$ cat src/rtl/core/mersenne_twister_generator_defines.svh
// assertion macros shared by the generator rtl
// expects clk and rst_n in the scope of each use

`ifndef MERSENNE_TWISTER_GENERATOR_DEFINES_SVH
`define MERSENNE_TWISTER_GENERATOR_DEFINES_SVH

// same-cycle implication, checked out of reset
`define MTG_ASSERT_IMPL(label, ante, cons) \
    label: assert property (@(posedge clk) disable iff (!rst_n) (ante) |-> (cons)) \
        else $error("mtg assertion failed");

// next-cycle implication, checked out of reset
`define MTG_ASSERT_NEXT(label, ante, cons) \
    label: assert property (@(posedge clk) disable iff (!rst_n) (ante) |=> (cons)) \
        else $error("mtg assertion failed");

`endif

$ cat src/rtl/core/mtg_pkg.sv
// types and constants of the mt19937 generator
// used by the interfaces, controller, datapath and top level
`timescale 1ns / 1ps

package mtg_pkg;

    localparam int STATE_WORDS = 624;
    localparam int SHIFT_DIST  = 397;
    localparam int POS_W       = $clog2(STATE_WORDS);
    localparam int WORD_W      = 32;

    localparam logic [WORD_W-1:0] SEED_MULT  = 32'h6C07_8965;
    localparam logic [WORD_W-1:0] UPPER_MASK = 32'h8000_0000;
    localparam logic [WORD_W-1:0] LOWER_MASK = 32'h7FFF_FFFF;
    localparam logic [WORD_W-1:0] TWIST_XOR  = 32'h9908_B0DF;
    localparam logic [WORD_W-1:0] TEMPER_B   = 32'h9D2C_5680;
    localparam logic [WORD_W-1:0] TEMPER_C   = 32'hEFC6_0000;

    // request codes
    localparam logic REQ_DRAW   = 1'b0;
    localparam logic REQ_RESEED = 1'b1;

    // controller to datapath
    typedef struct packed {
        logic load_seed;     // write word 0, restart fill and draw position
        logic fill_step;     // write one word of the seed recurrence
        logic read_pair;     // read words at pos and pos+1
        logic read_far;      // read word at pos+SHIFT_DIST
        logic capture_pair;  // register the mixed upper/lower word
        logic commit;        // write twisted word, load result, advance pos
        logic load_zero;     // load a zero result
    } mtg_cmd_t;

    // datapath to controller
    typedef struct packed {
        logic fill_done;     // current fill step writes the last word
    } mtg_sts_t;

endpackage

$ cat src/rtl/core/mtg_ctrl.sv
// controller: request decode, sequencing and output register handshake
// depends on mtg_pkg and the defines header
`timescale 1ns / 1ps
`include "mersenne_twister_generator_defines.svh"

module mtg_ctrl (
    input  logic               clk,
    input  logic               rst_n,
    input  logic               req_valid,
    input  logic               req_type,
    output logic               req_ready,
    output logic               rsp_valid,
    input  logic               rsp_ready,
    input  mtg_pkg::mtg_sts_t  sts,
    output mtg_pkg::mtg_cmd_t  cmd
);

    typedef enum logic [5:0] {
        ST_IDLE   = 6'b000001,
        ST_SEED   = 6'b000010,
        ST_READ_A = 6'b000100,
        ST_READ_B = 6'b001000,
        ST_TWIST  = 6'b010000,
        ST_ZERO   = 6'b100000
    } state_t;

    state_t state_reg, state_next;
    logic   seeded_reg, seeded_next;
    logic   out_valid_reg, out_valid_next;
    logic   slot_free;
    logic   req_fire;

    assign req_ready = (state_reg == ST_IDLE);
    assign req_fire  = req_valid & req_ready;
    assign slot_free = ~out_valid_reg | rsp_ready;
    assign rsp_valid = out_valid_reg;

    // next state and datapath commands
    always_comb
    begin
        state_next  = state_reg;
        seeded_next = seeded_reg;
        cmd         = '0;
        case (state_reg)
            ST_IDLE:
            begin
                if (req_fire)
                begin
                    if (req_type == mtg_pkg::REQ_RESEED)
                    begin
                        cmd.load_seed = 1'b1;
                        seeded_next   = 1'b1;
                        state_next    = ST_SEED;
                    end
                    else if (seeded_reg)
                    begin
                        state_next = ST_READ_A;
                    end
                    else
                    begin
                        state_next = ST_ZERO;
                    end
                end
            end
            ST_SEED:
            begin
                cmd.fill_step = 1'b1;
                if (sts.fill_done)
                begin
                    state_next = ST_IDLE;
                end
            end
            ST_READ_A:
            begin
                cmd.read_pair = 1'b1;
                state_next    = ST_READ_B;
            end
            ST_READ_B:
            begin
                cmd.capture_pair = 1'b1;
                cmd.read_far     = 1'b1;
                state_next       = ST_TWIST;
            end
            ST_TWIST:
            begin
                if (slot_free)
                begin
                    cmd.commit = 1'b1;
                    state_next = ST_IDLE;
                end
            end
            ST_ZERO:
            begin
                if (slot_free)
                begin
                    cmd.load_zero = 1'b1;
                    state_next    = ST_IDLE;
                end
            end
            default:
            begin
                state_next = ST_IDLE;
            end
        endcase
    end

    // output register valid
    always_comb
    begin
        out_valid_next = out_valid_reg;
        if (cmd.commit || cmd.load_zero)
        begin
            out_valid_next = 1'b1;
        end
        else if (rsp_ready)
        begin
            out_valid_next = 1'b0;
        end
    end

    always_ff @(posedge clk or negedge rst_n)
    begin
        if (!rst_n)
        begin
            state_reg     <= ST_IDLE;
            seeded_reg    <= 1'b0;
            out_valid_reg <= 1'b0;
        end
        else
        begin
            state_reg     <= state_next;
            seeded_reg    <= seeded_next;
            out_valid_reg <= out_valid_next;
        end
    end

    // a result is loaded only when the output register can take it
    `MTG_ASSERT_IMPL(a_load_slot_free, cmd.commit || cmd.load_zero, !out_valid_reg || rsp_ready)
    // the last fill step returns to idle with the generator seeded
    `MTG_ASSERT_NEXT(a_fill_end, state_reg == ST_SEED && sts.fill_done, seeded_reg && state_reg == ST_IDLE)
    // a seeded draw goes to the memory reads, an unseeded one does not
    `MTG_ASSERT_NEXT(a_draw_path, req_fire && req_type == mtg_pkg::REQ_DRAW, (state_reg == ST_READ_A) == $past(seeded_reg))

endmodule

$ cat config.mk
export PLATFORM = sky130hd
export DESIGN_NAME = mtg_ctrl
export DESIGN_NICKNAME = d
export VERILOG_FILES = /design/src/rtl/core/mtg_pkg.sv /design/src/rtl/core/mtg_ctrl.sv
export VERILOG_INCLUDE_DIRS = /design/src /design/src/rtl/core
export SDC_FILE = /design/constraint.sdc
export NUM_CORES = 1
export LEC_CHECK = 0
export BUFFER_PORTS_ARGS = -buffer_cell sky130_fd_sc_hd__buf_2
export CELL_PAD_IN_SITES_DETAIL_PLACEMENT = 1
export CELL_PAD_IN_SITES_GLOBAL_PLACEMENT = 1
export CORE_AREA = 2 2 39 41
export DETAILED_ROUTE_END_ITERATION = 10
export DIE_AREA = 0 0 41 43
export PLACE_DENSITY_LB_ADDON = 0.1
export SLEW_MARGIN = 10
export SYNTH_ARGS = -nofsm -noshare
export SYNTH_HDL_FRONTEND = slang
export SYNTH_SLANG_ARGS = --single-unit
export TNS_END_PERCENT = 30
$ cat constraint.sdc
create_clock -name clk -period 2.8 [get_ports clk]
set_input_delay 0.28 -clock clk [delete_from_list [all_inputs] [get_ports clk]]
set_output_delay 0.28 -clock clk [all_outputs]
set_load 0.02 [all_outputs]
Yosys cells after proc, flatten, opt, wreduce, memory -nomap -nowiden

Cells that the tools add are included.

Input bits: 6
Output and inout port bits: 9
Register bits: 8

Equal/unequal tests: 9
Reduce and logical (&&, ||, !) cells: 5
Muxes and demuxes: 17
Bitwise operators: 3

Operators by type and width:

| cell                 | count |
|---|---|
| $mux W6              | 5 |
| $pmux W6 S5          | 1 |
| $mux W1              | 10 |
| $eq A6 B1 Y1 const B | 1 |
| $eq A6 B2 Y1 const B | 1 |
| $eq A6 B3 Y1 const B | 1 |
| $eq A6 B4 Y1 const B | 1 |
| $eq A6 B5 Y1 const B | 1 |
| $eq A6 B6 Y1 const B | 1 |
| $reduce_and A3 Y1    | 2 |
| $ne A2 B1 Y1 const B | 2 |
| $mux W2              | 1 |
| $ne A2 B2 Y1 const B | 1 |
| $reduce_bool A2 Y1   | 1 |
| $reduce_or A2 Y1     | 1 |
| $and A1 B1 Y1        | 1 |
| $logic_or A1 B1 Y1   | 1 |
| $not A1 Y1           | 1 |
| $or A1 B1 Y1         | 1 |

Depth between registers and ports, before layout

Depth in word-level cells: 6
Gate-level depth with buffers: 6
Depth with buffers taken out: 5

Worst setup path before layout

Ideal clock, no wire load.

Path kind: register to output
Start point: register state_reg[1]
End point: output cmd[3] in the netlist's numbering
Arrival time: 2001 ps
Stages on the path, launching flop included: 4
Data required time: 2520 ps
Setup slack: 519 ps
Cells stage by stage: dfrtp_1 or4_2 nor3b_1 buf_4

RTL lines:

| what                   | line            | source |
|---|---|---|
| start, declared        | mtg_ctrl.sv:27  | `state_t state_reg, state_next;` |
| start signal, assigned | mtg_ctrl.sv:131 | `state_reg <= state_next;` |
| end, declared          | mtg_ctrl.sv:15  | `output mtg_pkg::mtg_cmd_t cmd` |

==> impl_results.md <==
* Status: finished, final reports clean
* Post-DP Area at ~510 sq um
* Post-DRT Antenna Nets at 0
* Grt total ovfl at 0
* Area contributors post-synth: dfrtp_1, nor3b_1, dfstp_2, o221ai_4, nand2_1
* EDFF count, synth at 0
* Gpl congestion at 0.759
* Hold worst-path end: state_reg[2]
* Slowest CP cell: or4_1
* Placed cells at around 70
* Cts repair resizes at 0
* Footprint of the multi-input gates at 205 sq um
* Final Skew at around 0.012 ns
* Vias in the first global route at 406
* Core Util, Final at roughly two fifths
* Dominant synthesized flop cell: dfrtp_1
* CP endpoint kind: output port
* Synth unique cells at 23
* Post-synthesis sequential area ratio at 46.1%
* # setup viols final at 0
* Global-route wire length before repair at ~1800 um
* Core Box Area at 0.00138 sq mm
* Die X-Extent at 41 um
* YS warnings at 0
* Die H at 43 um
* Max Freq at 0.401 GHz
* PD cells at 1010 mW/mm^2
* WHS at approximately 0.21 ns
* Pin count of the biggest net entering global routing at 9
* Rows at 14
* R2R cell count at 4
* Dpl hpwl at 822 um
* Final hold violations at 0
* Register area at 201 sq um
* Hold Path Class: in -> reg
* Max reg flops at 6
* Largest stage delay, worst path at 0.58 ns
* Starting DRC count in detailed routing at 0
* DRC viols at 0
* Cells on Worst Hold Path at 2
* Root Driver: clkbuf_4
* First-pass DRT Iterations at 1
* Switching power share of the total at 43.6%
* Syn Nets at 46
* Reg2Reg Capture Point: state_reg[5]
* Largest fanout on the critical path at 6
* R2r setup slk at 0.57 ns
* Effective utilization at floorplan at a little under a third
* CP startpoint kind: register
* Mapped cell area at 437 sq um
* Routed WL at approximately 1100 um
* Share of post-route cells with drive strength above 1 at 38.6%
* Cell count after synthesis at 40
* Async set-or-reset flop fraction in the synthesized netlist at 100%
* Setup TNS at 0 ns
* CTS tree: done
* Seq pwr share at 34.0%
* IO buf count at 14
* Post-Layout Cell Count at 73
* # fillers at 163
* CTS buffer count at 3
* ANT cells at 0
* Area grow syn2layout at 24.6%
* Final period utilization at about nine tenths
* Clk pwr share at 18.2%
* Comb power frac at ~48%
* Clock Path Buffers at 2
* Clock slew seen by the registers of the worst setup and hold paths at around 0.070 ns
* Vias per Instance at around 5.1
* Initial antenna violation count at 0
* CTS H-tree lvls at 1
* Avg Cell Area, Syn at between 10 and 15 sq um
* Setup CP Type: reg -> out
* I/O pins at 15
* Pin slew with the least headroom to its limit at 0.332 ns
* Vias at between 300 and 400
* Most common cell in the netlist: dfrtp_1
* Max Cap Violations at 0
* Pleak at about 0.3 nW
* Internal power at 0.310 mW
* Worst EP arrival at 2.21 ns
* Post-synth top area share at 40.1%
* Final instance area at 544 sq um
* R2r startpoint: state_reg[4]
* Leading area contributor after synthesis: dfrtp_1
* DIE AREA at 0.00176 sq mm
* Top cells by count, synth: dfrtp_1, nor3b_1, nand2_1
* Total track usage at 15.8%
* Min-delay src: req_type
* Worst VDD drop at 0.000358 V
* Crit path cell chain: or4_1 > or3b_1 > inv_2 > nand3_1 > inv_1 > buf_2
* Max-slew violations at 0
* Worst-skew pair later-pin latency at ~0.26 ns
* RSZ-0062 raised after global routing: false
* P_sw at 0.240 mW
* Tmin final at approximately 2.5 ns
* Critical Path RT at 2.52 ns
* Layout Nets at 64
* Worst slew margin at 77.7%
* Total clock sinks at 8
* Wire length per cell at approximately 14 um
* Flop and latch count out of synthesis at 8
==> worst max path at each step <==
stage / from / endpoint / slack, ns / cells after the start
after global routing: state_reg[4] / cmd[6] / 0.16 / 6
after floorplan: state_reg[1] / cmd[3] / 0.52 / 3
final: state_reg[4] / cmd[6] / 0.31 / 6
after global placement: state_reg[4] / state_reg[5] / 0.64 / 4
after CTS: state_reg[4] / cmd[6] / 0.29 / 6
after detailed placement: state_reg[4] / state_reg[5] / 0.58 / 4
==> timing repair <==
item                                   in CTS  in global routing
setup buffers                               0                  0
hold buffers                                1                  0
endpoints found under the hold margin       7                  0
==> worst max-delay path: cells and delay by family (launching register included) <==
family | cells | cell delay [ns]
flops | 1 | 0.43
simple gates | 3 | 1.21
buf+inv | 3 | 0.32
==> area by class of cell <==
type	instances	area share [%]
sequential	8	37.0
clock buffer	4	4.83
tap	16	3.68
timing repair buffer	15	14.7
inverter	3	2.07
multi-input combinational	27	37.7
==> kinds of logic after synthesis <==
kind of cell / share of synthesized area (%)
and+or+nand+nor: 29.2
DFF: 46.1
buffers and inverters: 6.88
AOI/OAI and AO/OA: 10.3
xor gates and xnor gates: 4.01
muxes: 3.44
==> per-stage QoR <==
stage          total power [mW]  setup slack [ns]
6_report                  0.550             0.306
5_1_grt                   0.601             0.164
3_3_place_gp              0.444             0.636
4_1_cts                   0.558             0.293
3_5_place_dp              0.455             0.583
2_1_floorplan             0.406             0.519
==> cell usage in the layout, fill, tap and decap left out <==
cell type	Yosys	routed
dlygate4sd3_1	0	1
clkbuf_1	0	1
dfrtp_1	7	7
nand2b_1	1	1
or4_2	1	1
o21ai_0	1	1
or4b_1	1	1
or4_1	1	1
or3b_1	1	1
nand2_1	5	5
clkbuf_4	0	3
inv_1	2	2
nor4_1	2	2
nor3_1	1	1
buf_2	0	14
dfstp_2	1	1
xor2_1	1	1
inv_2	1	1
o221ai_4	1	1
o22ai_1	1	1
xnor2_1	1	1
mux2_4	1	1
nand3_1	1	1
nor3b_1	6	6
a21o_1	1	1
==> power groups by stage <==
stage	Sequential, mW	Clock [mW]	Combinational, mW
final	0.187	0.100	0.263
after floorplan	0.179	0	0.227
after global placement	0.186	0	0.258
after global routing	0.192	0.115	0.294
after CTS	0.188	0.101	0.269
after detailed placement	0.190	0	0.265
==> metal layers <==
metal	routed length (um)	GRT usage [%]	share of wire (%)
met4	29	12.0	2.8
met2	525	22.5	50
met5	0	0	0
met3	39	3.14	3.7
met1	458	19.8	44
(Power assumes the default switching activity.)
